**config.mk**
```make
export PLATFORM = sky130hd
export DESIGN_NAME = line_code_transmitter
export DESIGN_NICKNAME = d
export VERILOG_FILES = /design/src/lct_pkg.sv /design/src/lct_front.sv /design/src/lct_queue.sv /design/src/lct_back.sv /design/src/line_code_transmitter.sv
export SDC_FILE = /design/constraint.sdc
export NUM_CORES = 1
export LEC_CHECK = 0
export ABC_CLOCK_PERIOD_IN_PS = 3100
export BUFFER_PORTS_ARGS = -buffer_cell sky130_fd_sc_hd__buf_4
export CORE_MARGIN = 1
export CORE_UTILIZATION = 59
export DETAILED_ROUTE_END_ITERATION = 16
export PLACE_DENSITY = 0.77
export RECOVER_POWER = 50
export SETUP_SLACK_MARGIN = 0.15
export SLEW_MARGIN = 40
export SYNTH_ARGS = -nofsm -noshare
export SYNTH_HDL_FRONTEND = slang
export SYNTH_SLANG_ARGS = --single-unit
```
**constraint.sdc**
```tcl
create_clock -name clk -period 3.1 [get_ports clk]
set_clock_uncertainty 0.1 [all_clocks]
set_input_delay 0.62 -clock clk [delete_from_list [all_inputs] [get_ports clk]]
set_output_delay 0.62 -clock clk [all_outputs]
set_load 0.01 [all_outputs]
```
**src/lct_pkg.sv**
```systemverilog
// shared types, codes and the 4b5b table for the line code transmitter
package lct_pkg;

  localparam int unsigned MODE_W = 2;
  localparam int unsigned WORD_W = 10;
  localparam int unsigned QDEPTH = 2;

  localparam logic [MODE_W-1:0] LOGIC_PLAIN = 2'd0;
  localparam logic [MODE_W-1:0] LOGIC_4B5B  = 2'd1;
  localparam logic [MODE_W-1:0] LOGIC_SCR   = 2'd2;

  localparam logic [MODE_W-1:0] LINE_NRZ = 2'd0;
  localparam logic [MODE_W-1:0] LINE_RZ  = 2'd1;
  localparam logic [MODE_W-1:0] LINE_AMI = 2'd2;
  localparam logic [MODE_W-1:0] LINE_MAN = 2'd3;

  localparam logic CFG_LOGIC_MODE = 1'b0;
  localparam logic CFG_LINE_MODE  = 1'b1;

  localparam logic signed [1:0] LVL_POS  = 2'sb01;
  localparam logic signed [1:0] LVL_ZERO = 2'sb00;
  localparam logic signed [1:0] LVL_NEG  = 2'sb11;

  // coded bits left aligned, first bit on the line at bit WORD_W-1
  typedef struct packed {
    logic [WORD_W-1:0] bits;
    logic              ten;
    logic              first;
  } item_t;

  function automatic logic [4:0] enc45(input logic [3:0] nib);
    logic [4:0] c;
    case (nib)
      4'h0: c = 5'h1E;
      4'h1: c = 5'h09;
      4'h2: c = 5'h14;
      4'h3: c = 5'h15;
      4'h4: c = 5'h0A;
      4'h5: c = 5'h0B;
      4'h6: c = 5'h0E;
      4'h7: c = 5'h0F;
      4'h8: c = 5'h12;
      4'h9: c = 5'h13;
      4'hA: c = 5'h16;
      4'hB: c = 5'h17;
      4'hC: c = 5'h1A;
      4'hD: c = 5'h1B;
      4'hE: c = 5'h1C;
      default: c = 5'h1D;
    endcase
    return c;
  endfunction

endpackage

```
**src/lct_front.sv**
```systemverilog
// front end: accepts bytes, applies the logical code and keeps scrambler history
module lct_front (
  input  logic                        clk,
  input  logic                        rst_n,
  input  logic [lct_pkg::MODE_W-1:0]  logic_mode,
  input  logic                        in_valid,
  output logic                        in_stall,
  input  logic [7:0]                  in_data_byte,
  input  logic                        in_first_byte,
  input  logic                        q_full,
  output logic                        q_push,
  output lct_pkg::item_t              q_item
);

  logic [4:0] hist_r;
  logic [4:0] hist_nxt;
  logic [4:0] h;
  logic [7:0] scr;
  logic       b;

  assign in_stall = q_full;
  assign q_push   = in_valid && !q_full;

  always_comb begin
    h = in_first_byte ? 5'd0 : hist_r;
    scr = 8'd0;
    for (int k = 7; k >= 0; k--) begin
      b = in_data_byte[k] ^ h[2] ^ h[4];
      h = {h[3:0], b};
      scr[k] = b;
    end

    q_item.first = in_first_byte;
    case (logic_mode)
      lct_pkg::LOGIC_4B5B: begin
        q_item.bits = {lct_pkg::enc45(in_data_byte[7:4]), lct_pkg::enc45(in_data_byte[3:0])};
        q_item.ten  = 1'b1;
      end
      lct_pkg::LOGIC_SCR: begin
        q_item.bits = {scr, 2'b00};
        q_item.ten  = 1'b0;
      end
      default: begin
        q_item.bits = {in_data_byte, 2'b00};
        q_item.ten  = 1'b0;
      end
    endcase

    hist_nxt = hist_r;
    if (q_push) begin
      if (logic_mode == lct_pkg::LOGIC_SCR) begin
        hist_nxt = h;
      end else if (in_first_byte) begin
        hist_nxt = 5'd0;
      end
    end
  end

  always_ff @(posedge clk) begin
    if (!rst_n) begin
      hist_r <= 5'd0;
    end else begin
      hist_r <= hist_nxt;
    end
  end

endmodule

```
**src/lct_queue.sv**
```systemverilog
// two-entry queue between front and back
module lct_queue (
  input  logic           clk,
  input  logic           rst_n,
  input  logic           push,
  input  lct_pkg::item_t push_item,
  output logic           full,
  input  logic           pop,
  output logic           q_valid,
  output lct_pkg::item_t q_item
);

  lct_pkg::item_t ent_r [lct_pkg::QDEPTH];
  logic           wr_ptr_r;
  logic           wr_ptr_nxt;
  logic           rd_ptr_r;
  logic           rd_ptr_nxt;
  logic [1:0]     cnt_r;
  logic [1:0]     cnt_nxt;

  assign full    = (cnt_r == 2'(lct_pkg::QDEPTH));
  assign q_valid = (cnt_r != 2'd0);
  assign q_item  = ent_r[rd_ptr_r];

  always_comb begin
    wr_ptr_nxt = push ? ~wr_ptr_r : wr_ptr_r;
    rd_ptr_nxt = pop ? ~rd_ptr_r : rd_ptr_r;
    cnt_nxt    = cnt_r + {1'b0, push} - {1'b0, pop};
  end

  always_ff @(posedge clk) begin
    if (push) begin
      ent_r[wr_ptr_r] <= push_item;
    end
  end

  always_ff @(posedge clk) begin
    if (!rst_n) begin
      wr_ptr_r <= 1'b0;
      rd_ptr_r <= 1'b0;
      cnt_r    <= 2'd0;
    end else begin
      wr_ptr_r <= wr_ptr_nxt;
      rd_ptr_r <= rd_ptr_nxt;
      cnt_r    <= cnt_nxt;
    end
  end

endmodule

```
**src/lct_back.sv**
```systemverilog
// back end: serializes coded bits and maps them to line levels
module lct_back (
  input  logic                        clk,
  input  logic                        rst_n,
  input  logic [lct_pkg::MODE_W-1:0]  line_mode,
  input  logic                        q_valid,
  input  lct_pkg::item_t              q_item,
  output logic                        q_pop,
  output logic                        out_valid,
  input  logic                        out_stall,
  output logic                        out_coded_bit,
  output logic signed [1:0]           out_level_first,
  output logic signed [1:0]           out_level_second,
  output logic                        out_last_of_byte
);

  logic [lct_pkg::WORD_W-1:0] sh_r;
  logic [lct_pkg::WORD_W-1:0] sh_nxt;
  logic [3:0]                 rem_r;
  logic [3:0]                 rem_nxt;
  logic                       cur_valid_r;
  logic                       cur_valid_nxt;
  logic                       first_pend_r;
  logic                       first_pend_nxt;
  logic                       ami_r;
  logic                       ami_nxt;
  logic                       out_valid_r;
  logic                       out_valid_nxt;
  logic                       bit_r;
  logic signed [1:0]          lv1_r;
  logic signed [1:0]          lv2_r;
  logic                       last_r;
  logic                       emit;
  logic                       last;
  logic                       b;
  logic                       pol;
  logic signed [1:0]          lv1;
  logic signed [1:0]          lv2;

  assign out_valid        = out_valid_r;
  assign out_coded_bit    = bit_r;
  assign out_level_first  = lv1_r;
  assign out_level_second = lv2_r;
  assign out_last_of_byte = last_r;

  always_comb begin
    emit  = cur_valid_r && (!out_valid_r || !out_stall);
    last  = (rem_r == 4'd1);
    q_pop = q_valid && (!cur_valid_r || (emit && last));
    b     = sh_r[lct_pkg::WORD_W-1];
    pol   = first_pend_r ? 1'b1 : ami_r;

    lv1 = lct_pkg::LVL_ZERO;
    lv2 = lct_pkg::LVL_ZERO;
    case (line_mode)
      lct_pkg::LINE_NRZ: begin
        lv1 = b ? lct_pkg::LVL_POS : lct_pkg::LVL_NEG;
        lv2 = lv1;
      end
      lct_pkg::LINE_RZ: begin
        lv1 = b ? lct_pkg::LVL_POS : lct_pkg::LVL_NEG;
        lv2 = lct_pkg::LVL_ZERO;
      end
      lct_pkg::LINE_AMI: begin
        if (b) begin
          lv1 = pol ? lct_pkg::LVL_POS : lct_pkg::LVL_NEG;
          lv2 = lv1;
        end
      end
      default: begin
        lv1 = b ? lct_pkg::LVL_POS : lct_pkg::LVL_NEG;
        lv2 = b ? lct_pkg::LVL_NEG : lct_pkg::LVL_POS;
      end
    endcase

    sh_nxt         = sh_r;
    rem_nxt        = rem_r;
    cur_valid_nxt  = cur_valid_r;
    first_pend_nxt = first_pend_r;
    ami_nxt        = ami_r;
    if (emit) begin
      sh_nxt         = {sh_r[lct_pkg::WORD_W-2:0], 1'b0};
      rem_nxt        = rem_r - 4'd1;
      first_pend_nxt = 1'b0;
      ami_nxt        = (line_mode == lct_pkg::LINE_AMI && b) ? ~pol : pol;
      if (last) begin
        cur_valid_nxt = 1'b0;
      end
    end
    if (q_pop) begin
      sh_nxt         = q_item.bits;
      rem_nxt        = q_item.ten ? 4'd10 : 4'd8;
      cur_valid_nxt  = 1'b1;
      first_pend_nxt = q_item.first;
    end

    out_valid_nxt = emit || (out_valid_r && out_stall);
  end

  always_ff @(posedge clk) begin
    if (emit) begin
      bit_r  <= b;
      lv1_r  <= lv1;
      lv2_r  <= lv2;
      last_r <= last;
    end
    sh_r  <= sh_nxt;
    rem_r <= rem_nxt;
  end

  always_ff @(posedge clk) begin
    if (!rst_n) begin
      cur_valid_r  <= 1'b0;
      first_pend_r <= 1'b0;
      ami_r        <= 1'b1;
      out_valid_r  <= 1'b0;
    end else begin
      cur_valid_r  <= cur_valid_nxt;
      first_pend_r <= first_pend_nxt;
      ami_r        <= ami_nxt;
      out_valid_r  <= out_valid_nxt;
    end
  end

endmodule

```
**src/line_code_transmitter.sv**
```systemverilog
// line code transmitter top level: config registers, front, queue and back
// Takes one message byte per item and sends it MSB first as 8 coded bits
// (plain or scrambled) or 10 coded bits (4B5B), one result item per coded bit
// carrying the bit and its two half-bit line levels. The back-end serializer
// sets the rate: one coded bit per cycle unless out_stall holds it, and a
// steady stream runs with no gap between bytes. The front end takes a byte
// into a two-entry queue, so up to two bytes can wait while the current one
// is being sent. Write logic_mode and line_mode only
// while the block is idle.
module line_code_transmitter (
  input  logic              clk,
  input  logic              rst_n,
  input  logic              cfg_we,
  input  logic              cfg_index,
  input  logic [1:0]        cfg_wdata,
  input  logic              in_valid,
  output logic              in_stall,
  input  logic [7:0]        in_data_byte,
  input  logic              in_first_byte,
  output logic              out_valid,
  input  logic              out_stall,
  output logic              out_coded_bit,
  output logic signed [1:0] out_level_first,
  output logic signed [1:0] out_level_second,
  output logic              out_last_of_byte
);

  logic [lct_pkg::MODE_W-1:0] logic_mode_r;
  logic [lct_pkg::MODE_W-1:0] logic_mode_nxt;
  logic [lct_pkg::MODE_W-1:0] line_mode_r;
  logic [lct_pkg::MODE_W-1:0] line_mode_nxt;
  logic                       q_full;
  logic                       q_push;
  lct_pkg::item_t             push_item;
  logic                       q_pop;
  logic                       q_valid;
  lct_pkg::item_t             head_item;

  always_comb begin
    logic_mode_nxt = logic_mode_r;
    line_mode_nxt  = line_mode_r;
    if (cfg_we) begin
      case (cfg_index)
        lct_pkg::CFG_LOGIC_MODE: logic_mode_nxt = cfg_wdata;
        lct_pkg::CFG_LINE_MODE:  line_mode_nxt  = cfg_wdata;
        default: ;
      endcase
    end
  end

  always_ff @(posedge clk) begin
    if (!rst_n) begin
      logic_mode_r <= lct_pkg::LOGIC_PLAIN;
      line_mode_r  <= lct_pkg::LINE_NRZ;
    end else begin
      logic_mode_r <= logic_mode_nxt;
      line_mode_r  <= line_mode_nxt;
    end
  end

  lct_front u_front (
    .clk           (clk),
    .rst_n         (rst_n),
    .logic_mode    (logic_mode_r),
    .in_valid      (in_valid),
    .in_stall      (in_stall),
    .in_data_byte  (in_data_byte),
    .in_first_byte (in_first_byte),
    .q_full        (q_full),
    .q_push        (q_push),
    .q_item        (push_item)
  );

  lct_queue u_queue (
    .clk       (clk),
    .rst_n     (rst_n),
    .push      (q_push),
    .push_item (push_item),
    .full      (q_full),
    .pop       (q_pop),
    .q_valid   (q_valid),
    .q_item    (head_item)
  );

  lct_back u_back (
    .clk              (clk),
    .rst_n            (rst_n),
    .line_mode        (line_mode_r),
    .q_valid          (q_valid),
    .q_item           (head_item),
    .q_pop            (q_pop),
    .out_valid        (out_valid),
    .out_stall        (out_stall),
    .out_coded_bit    (out_coded_bit),
    .out_level_first  (out_level_first),
    .out_level_second (out_level_second),
    .out_last_of_byte (out_last_of_byte)
  );

endmodule

```
==> results of run 1 <==
-- metrics by stage --
| step | instance area [sq um] | util (%) | std cells | total power [uW] |
|---|---|---|---|---|
| finish | 3453 | 71.23 | 373 | 2789 |
| global route | 3453 | 71.23 | 373 | 2955 |
| CTS | 3502 | 72.23 | 373 | 2838 |
| detailed placement | 3273 | 67.51 | 357 | 2015 |
| global placement | 3273 | 67.51 | 357 | 1991 |
| floorplan | 3043 | - | 277 | 1808 |
-- worst reg2reg max path, stage by stage (launching register included) --
cell	delay (ps)
edfxtp_1	430
ha_1	210
nor3b_1	150
a21bo_2	220
o21ai_0	100
inv_1	120
ha_1	290
inv_1	40
ha_1	180
xnor2_1	130
xnor2_1	120
and2_1	140
-- power by group --
part | leakage (uW) | total [uW] | internal, uW | switching, uW
clock network | 0.000113 | 820 | 530 | 290
logic | 0.000597 | 660 | 284 | 376
registers | 0.000567 | 1310 | 1180 | 126
total | 0.00128 | 2790 | 2000 | 792
-- cell type report --
type / count / area [sq um] / share of cell area [%]
clock buffer: 11 / 131.4 / 3.804
clock inverter: 5 / 97.59 / 2.826
inverter: 13 / 48.80 / 1.413
multi-input combinational: 188 / 1249 / 36.16
sequential: 62 / 1682 / 48.70
tap: 67 / 83.83 / 2.428
timing repair buffer: 27 / 161.4 / 4.674
-- how the worst min path moves through the flow --
stage	from	end	slack, ps	depth (start not counted)
4_1_cts	u_back.first_pend_r	u_back.first_pend_r	420	2
3_5_place_dp	u_back.first_pend_r	u_back.first_pend_r	410	2
2_1_floorplan	u_back.cur_valid_r	u_back.out_valid	370	2
6_report	u_back.cur_valid_r	u_back.out_valid	420	2
3_3_place_gp	u_front.hist_r[2]	u_front.hist_r[2]	400	2
5_1_grt	u_back.cur_valid_r	u_back.out_valid	450	2
-- logic make-up (layout without fill, tap and decap cells) --
kind of cell             after synthesis  after routing  synth area share [%]
AND/OR/NAND/NOR                       86             86                 13.86
flip-flops                            62             62                 55.26
AO/OA/AOI/OAI                         59             59                 12.46
buffers and inverters                 27             56                 3.454
XOR/XNOR                              21             21                 7.196
multiplexers                          16             16                 5.304
adder cells (fa/ha/maj)                6              6                 2.467
-- layout by cell type (no fill, tap or decap), types with 2 or more instances in the layout --
| master | count |
|---|---|
| a211oi_1 | 2 |
| a21boi_0 | 5 |
| a21oi_1 | 10 |
| a2bb2oi_1 | 2 |
| a32oi_1 | 2 |
| and2_1 | 6 |
| buf_4 | 15 |
| bufinv_16 | 3 |
| clkbuf_1 | 13 |
| clkbuf_8 | 9 |
| clkinv_1 | 2 |
| dfxtp_1 | 18 |
| edfxtp_1 | 44 |
| ha_1 | 6 |
| inv_1 | 13 |
| mux2i_1 | 15 |
| nand2_1 | 24 |
| nand2b_1 | 2 |
| nand3_1 | 8 |
| nand4_1 | 2 |
| nor2_1 | 17 |
| nor2b_1 | 14 |
| nor3_1 | 5 |
| o21a_1 | 6 |
| o21ai_0 | 21 |
| o311a_1 | 2 |
| or3_1 | 2 |
| xnor2_1 | 16 |
| xnor3_1 | 2 |
| xor2_1 | 3 |
-- registers in the layout, summed over array words and instances, names as in the netlist, 2 cells and up, named ones only --
signal                   cells
line_mode_r                  2
logic_mode_r                 2
u_back.out_level_first       2
u_back.out_level_second      2
u_back.rem_r                 4
u_back.sh_r                 10
u_front.hist_r               5
u_queue.cnt_r                2
u_queue.ent_r               24
-- per-layer routing --
| metal | part of all wire [%] | track usage (%) |
|---|---|---|
| met1 | 47 | 29.45 |
| met2 | 48 | 35.27 |
| met3 | 2.6 | 5.350 |
| met4 | 1.6 | 10.90 |
| met5 | 0 | 0 |
==> results.json, run 1 <==
{
  "crit_top_cell": "ha_1",
  "gp_congestion": 0.8421,
  "rr_worst_depth": 11,
  "vias": 2022,
  "io_pins": 25,
  "post-place-ws_ps": 809.5,
  "cts_tree": "yes",
  "critPathKind": "register to register",
  "setup.worst_path.start_class": "register",
  "dieWidth_microns": 73.82,
  "r2r_end": "u_queue.cnt_r[1]",
  "synth_edf_count": 44,
  "die_y_microns": 73.82,
  "ys_ff_latch": 62,
  "final.setup.tns_ps": 0,
  "synth_top_area_cell": "edfxtp_1",
  "tightest_slew_ps": 813.9,
  "num_rows": 25,
  "cp.depth": 11,
  "irDropWorstVdd_mv": 0.5406,
  "antenna_cells": 0,
  "fin_ws_ps": 772.9,
  "clk_pin_slew_worst_paths_ps": 70,
  "root_buffer": "clkbuf_8",
  "worstPathArrival_ps": 2450,
  "end_kind": "register",
  "clock_latency_ps": 320,
  "syn_avg_cell_area_sq_um": 10.99,
  "r2r-start": "u_back.rem_r[0]",
  "cts-resized-gates": 0,
  "wl_microns": 5308,
  "nets": 324,
  "cts_sinks": 62,
  "vias_per_cell": 5.421,
  "synth_top_area_share_pct": 43.42,
  "io_buffers": 24,
  "wl_per_cell_microns": 14.23,
  "dieArea_sq_mm": 0.005449,
  "yosysSeqAreaShare_pct": 55.26,
  "setup-violations-final": 0,
  "hold-worst-slack_ps": 422.4,
  "grt_max_degree": 26,
  "dr.pass1.iters": 4,
  "cpMaxStageDelayCell": "edfxtp_1",
  "yosys-top-cells-count": "44 x edfxtp_1, 24 x nand2_1, 20 x o21ai_0",
  "synth_top_flop_cell": "edfxtp_1",
  "grt_pass1_vias": 1943,
  "async_flop_share_pct": 0,
  "cts_hold_buf": 0,
  "synth_most_common_cell": "edfxtp_1",
  "drc": 0,
  "syn_inst": 277,
  "drive_gt1_share_pct": 10.46,
  "startpoint": "u_back.rem_r[0]",
  "ys_warn_count": 0,
  "reg2reg_slack_ps": 770,
  "grt_overflow": 0,
  "cts_made_buffers": 9,
  "endpoint": "u_queue.cnt_r[1]",
  "synth_cell_types": 44,
  "syn_nets": 300,
  "rsz0062_at_grt": "no",
  "crit_path_max_incr_delay_ps": 430,
  "timing.final.crit_period_ps": 2327,
  "hp-class": "register to register",
  "cap_violations": 0,
  "fin_crit_sh_pct": 75.07,
  "worstPathRequired_ps": 3220,
  "drt_iter0_markers": 95,
  "area_growth_pct": 13.49,
  "post-dp-hpwl_microns": 3690,
  "antenna_found_initial": 0,
  "syn-cell-area_sq_mm": 0.003043,
  "clockBufferDepth": 2,
  "core_sq_mm": 0.004848,
  "crit_chain": "ha_1 > nor3b_1 > a21bo_2 > o21ai_0 > inv_1 > ha_1 > inv_1 > ha_1 > xnor2_1 > xnor2_1 > and2_1",
  "max-slew-margin-rel_pct": 45.71,
  "ant_nets": 0,
  "start_util_pct": 62.76,
  "fillCellCount": 379,
  "power_leakage_uw": 0.001277,
  "power_density_mw_per_mm2": 807.5,
  "path_buf_inv": 2,
  "synth_area_leaders": "edfxtp_1 43%, dfxtp_1 12%, mux2i_1 4.9%, xnor2_1 4.3%, o21ai_0 3.3%",
  "hold_viol": 0,
  "fmax_mhz": 429.7,
  "crit_family": "adder cells",
  "drv_slew": 0,
  "outcome": "finished clean",
  "cts_setup_buffers": 0,
  "htreeDepth": 3,
  "grt_pass1_wl_microns": 8976,
  "track_usage_pct": 22.52,
  "critPathMaxFanout": 4
}
Power figures use the tool's default switching activity.
==> run 2: changes to the inputs <==
Settings changed: ABC_CLOCK_PERIOD_IN_PS 3100 to 2400.
Clock period 3.1 ns to 2.4 ns, I/O delays scaled along.
==> results.json, run 2 (same netlist as run 1, synthesis figures left out) <==
{
  "outcome": "finished clean",
  "gp_congestion": 0.8456,
  "hp-class": "primary input to register",
  "end_kind": "register",
  "vias_per_cell": 5.416,
  "r2r_end": "u_queue.cnt_r[1]",
  "hold_start": "out_stall",
  "r2r-start": "u_back.rem_r[1]",
  "power_density_mw_per_mm2": 1010,
  "drc": 0,
  "drt_iter0_markers": 209,
  "timing.final.crit_period_ps": 2232,
  "antenna_cells": 0,
  "grt_pass1_vias": 1867,
  "startpoint": "u_back.rem_r[1]",
  "grt_use_met1_pct": 28.44,
  "vias": 2058,
  "wl_per_cell_microns": 14.03,
  "setup-violations-final": 0,
  "grt.met2_usage_pct": 33.94,
  "ant_nets": 0,
  "drv_slew": 0,
  "hold_viol": 0,
  "nets": 331,
  "cap_violations": 0,
  "tightest_slew_ps": 810.3,
  "rsz0062_at_grt": "yes",
  "io_pins": 25,
  "largest_reg_flops": 24,
  "final_cell_mix": "44 x edfxtp_1, 24 x nand2_1, 21 x o21ai_0, 21 x buf_4, 18 x dfxtp_1",
  "cts_sinks": 62,
  "dr.pass1.iters": 4,
  "clockBufferDepth": 2,
  "critPathKind": "register to register",
  "cts_hold_buf": 0,
  "dieWidth_microns": 73.82,
  "fin_crit_sh_pct": 93.02,
  "cts_tree": "yes",
  "root_buffer": "clkbuf_8",
  "worstPathArrival_ps": 2360,
  "start_util_pct": 62.76,
  "power_leakage_uw": 0.001300,
  "irDropWorstVdd_mv": 0.4798,
  "drive_gt1_share_pct": 14.38,
  "final.setup.tns_ps": 0,
  "antenna_found_initial": 0,
  "p_total_uw": 3524,
  "area_growth_pct": 14.68,
  "grt_max_degree": 26,
  "wl_microns": 5330,
  "post-dp-hpwl_microns": 3694,
  "top_regs": "u_queue.ent_r x24, u_back.sh_r x10, u_front.hist_r x5",
  "fmax_mhz": 448.0,
  "io_buffers": 24,
  "cts_made_buffers": 9,
  "num_rows": 25,
  "reg2reg_slack_ps": 170,
  "fillCellCount": 382,
  "rr_worst_depth": 12,
  "hold-worst-slack_ps": 317.6,
  "die_y_microns": 73.82,
  "clk_pin_slew_worst_paths_ps": 60,
  "layout_commonest_cell": "edfxtp_1",
  "dieArea_sq_mm": 0.005449,
  "critPathMaxFanout": 3,
  "max-slew-margin-rel_pct": 45.95,
  "track_usage_pct": 21.83,
  "htreeDepth": 3,
  "endpoint": "u_queue.cnt_r[1]",
  "core_sq_mm": 0.004848,
  "worstPathRequired_ps": 2520,
  "setup.worst_path.start_class": "register",
  "clock_latency_ps": 330,
  "regMostFlops": "u_queue.ent_r",
  "grt_pass1_wl_microns": 8590,
  "grt_overflow": 0,
  "grt_util_met3_pct": 5.761,
  "top_usage_layer": "met2"
}
[run 2: changes by cell type in the layout (fill, tap and decap cells not counted), sizes merged]
cell,change
buf,+6
clkinvlp,+1
clkbuf,+2
bufinv,-2
[run 2: per-stage QoR]
stage	util [%]	cells	setup WS [ps]	cell area, sq um
6_report	71.97	380	167.6	3490
5_1_grt	71.97	380	50.23	3490
4_1_cts	72.34	378	185.2	3507
3_5_place_dp	68.21	361	153.6	3307
3_3_place_gp	68.21	361	206.1	3307
2_1_floorplan	-	277	165.8	3047
[run 2: timing repair]
action                                  CTS  global route
resized for setup                         0             4
cloned                                    0             0
endpoints found under the setup margin    1             4
buffers inserted                          1             2
hold endpoints to repair                  0             0
pin swaps                                 0             0
[run 2: layer usage]
metal / wire length, microns / part of all wire [%]
met1: 2532 / 48
met4: 121 / 2.3
met5: 0 / 0
met3: 174 / 3.3
met2: 2501 / 47
[run 2: area by class of cell]
cell class | count | area, sq um | share of cell area [%]
flip-flops and latches | 62 | 1682 | 48.19
multi-input cells | 188 | 1275 | 36.54
well taps | 67 | 83.83 | 2.402
clock inverters | 4 | 47.55 | 1.362
inverters | 13 | 48.80 | 1.398
clock buffers | 12 | 145.1 | 4.159
repair buffers | 34 | 207.7 | 5.952
[run 2: worst min-delay path by stage]
stage                       endpoint  depth (start not counted)
finish              u_back.out_valid                          3
global route            u_back.ami_r                          2
CTS                 u_back.out_valid                          3
detailed placement      u_back.ami_r                          2
global placement      u_back.sh_r[1]                          2
floorplan           u_back.out_valid                          2
[run 2: where the power goes]
group / switching [uW] / internal (uW) / total [uW]
Combinational: 521 / 431 / 952
Clock: 377 / 505 / 882
Sequential: 165 / 1520 / 1690
Total: 1060 / 2460 / 3520
[run 2: critical path: stages, from the launching register on]
cell,delay [ps]
edfxtp_1,350
inv_1,70
ha_1,170
nor3b_2,160
a21bo_2,230
o21ai_2,60
inv_1,80
ha_1,280
inv_1,40
ha_2,180
xnor2_2,140
xnor2_1,120
and2_1,150
==> run 3: changes to the inputs <==
Settings changed: CTS_CLUSTER_SIZE from default to 28, PLACE_DENSITY 0.77 to 0.79.
==> results.json, run 3 (same netlist as run 1, synthesis figures left out) <==
{
  "grt_util_met3_pct": 5.350,
  "fin_crit_sh_pct": 94.96,
  "hold_viol": 0,
  "hp-class": "primary input to register",
  "top_regs": "u_queue.ent_r x24, u_back.sh_r x10, u_front.hist_r x5",
  "antenna_cells": 0,
  "p_clk_share_pct": 26.8,
  "rsz0062_at_grt": "yes",
  "final.setup.tns_ps": 0,
  "area_growth_pct": 15.75,
  "nets": 331,
  "worstPathArrival_ps": 2400,
  "drv_slew": 0,
  "clk_pin_slew_worst_paths_ps": 60,
  "end_kind": "register",
  "start_util_pct": 62.76,
  "gp_congestion": 0.8661,
  "power_density_mw_per_mm2": 1044,
  "irDropWorstVdd_mv": 0.5586,
  "clockBufferDepth": 2,
  "grt.met2_usage_pct": 37.72,
  "grt_max_degree": 26,
  "dr.pass1.iters": 5,
  "regMostFlops": "u_queue.ent_r",
  "hold-worst-slack_ps": 312.2,
  "die_y_microns": 73.82,
  "fin_cells": 380,
  "cap_violations": 0,
  "final_cell_mix": "44 x edfxtp_1, 24 x nand2_1, 22 x buf_4",
  "dieWidth_microns": 73.82,
  "top_usage_layer": "met2",
  "placed_cells": 361,
  "htreeDepth": 3,
  "num_rows": 25,
  "grt_pass1_vias": 1922,
  "switching_share_pct": 29.83,
  "io_pins": 25,
  "cts_made_buffers": 9,
  "startpoint": "u_back.rem_r[1]",
  "dieArea_sq_mm": 0.005449,
  "ant_nets": 0,
  "r2r-start": "u_back.rem_r[1]",
  "pwr-share-comb_pct": 26.9,
  "switchingPower_uw": 1096,
  "cts_sinks": 62,
  "track_usage_pct": 22.99,
  "layout_commonest_cell": "edfxtp_1",
  "wl_per_cell_microns": 14.42,
  "post-dp-hpwl_microns": 3744,
  "drc": 0,
  "critPathKind": "register to register",
  "max-slew-margin-rel_pct": 44.97,
  "grt_overflow": 0,
  "setup-violations-final": 0,
  "outcome": "finished clean",
  "power.internal_uw": 2580,
  "critPathMaxFanout": 4,
  "timing.final.crit_period_ps": 2279,
  "p_total_uw": 3676,
  "vias": 2070,
  "vias_per_cell": 5.447,
  "cts_hold_buf": 0,
  "clock_latency_ps": 330,
  "root_buffer": "clkbuf_8",
  "antenna_found_initial": 0,
  "setup.worst_path.start_class": "register",
  "fin_util_pct": 72.65,
  "power.share.sequential_pct": 46.4,
  "grt_pass1_wl_microns": 8983,
  "wl_microns": 5480,
  "io_buffers": 24,
  "drt_iter0_markers": 95,
  "hold_start": "cfg_wdata[1]",
  "worstPathRequired_ps": 2530,
  "tightest_slew_ps": 824.9,
  "largest_reg_flops": 24,
  "grt_use_met1_pct": 29.00,
  "drive_gt1_share_pct": 15.02,
  "core_sq_mm": 0.004848,
  "power_leakage_uw": 0.001320,
  "fmax_mhz": 438.8,
  "cts_tree": "yes"
}
==> run 3: cell types whose count changed in the layout (fill, tap and decap cells not counted), sizes merged <==
cell      delta
clkinvlp     -1
clkbuf       -1
buf          +1
bufinv       +1
==> run 3: layout make-up <==
type	instances	area, sq um
Tap cell	67	83.83
Clock buffer	12	145.1
Timing Repair Buffer	34	211.5
Multi-Input combinational cell	188	1281
Clock inverter	4	70.07
Inverter	13	48.80
Sequential cell	62	1682
Fill cell	363	1326
==> run 3: timing repair <==
item | CTS | global route
buffers inserted | 2 | 1
resized for setup | 4 | 2
endpoints found under the setup margin | 1 | 3
==> run 3: power by group through the flow <==
stage | sequential [uW] | combinational (uW) | clock [uW]
global placement | 1700 | 896 | 0
CTS | 1700 | 999 | 993
global route | 1730 | 1110 | 1030
floorplan | 1660 | 685 | 0
detailed placement | 1720 | 928 | 0
finish | 1710 | 987 | 984
==> run 3: path summary, 6_finish.rpt <==
kind | to | slack [ps] | cells after the start
worst min register to register | u_front.hist_r[2] | 420 | 2
worst max-delay path | u_queue.cnt_r[1] | 120 | 12
worst max register to register | u_queue.cnt_r[1] | 120 | 12
worst min-delay path | logic_mode_r[1] | 310 | 3
==> run 3: critical path: stages (launching register included) <==
cell and delay [ps]:
edfxtp_1 350, inv_1 70, ha_1 190, nor3b_4 160
a21bo_2 230, o21ai_2 70, inv_2 70, ha_1 270
inv_1 40, ha_2 180, xnor2_2 150, xnor2_1 130
and2_1 150
==> run 3: metal layers <==
layer / vias up / wire length [microns]
met5: - / 0
met1: 982 / 2486
met4: 0 / 46
met3: 7 / 168
li1: 1046 / -
met2: 35 / 2778
==> run 3: metrics by stage <==
stage               instance area (sq um)  setup WS, ps
detailed placement                   3307         146.1
floorplan                            3047         165.8
CTS                                  3555         165.5
finish                               3522         120.9
global route                         3522         8.221
global placement                     3307         210.1
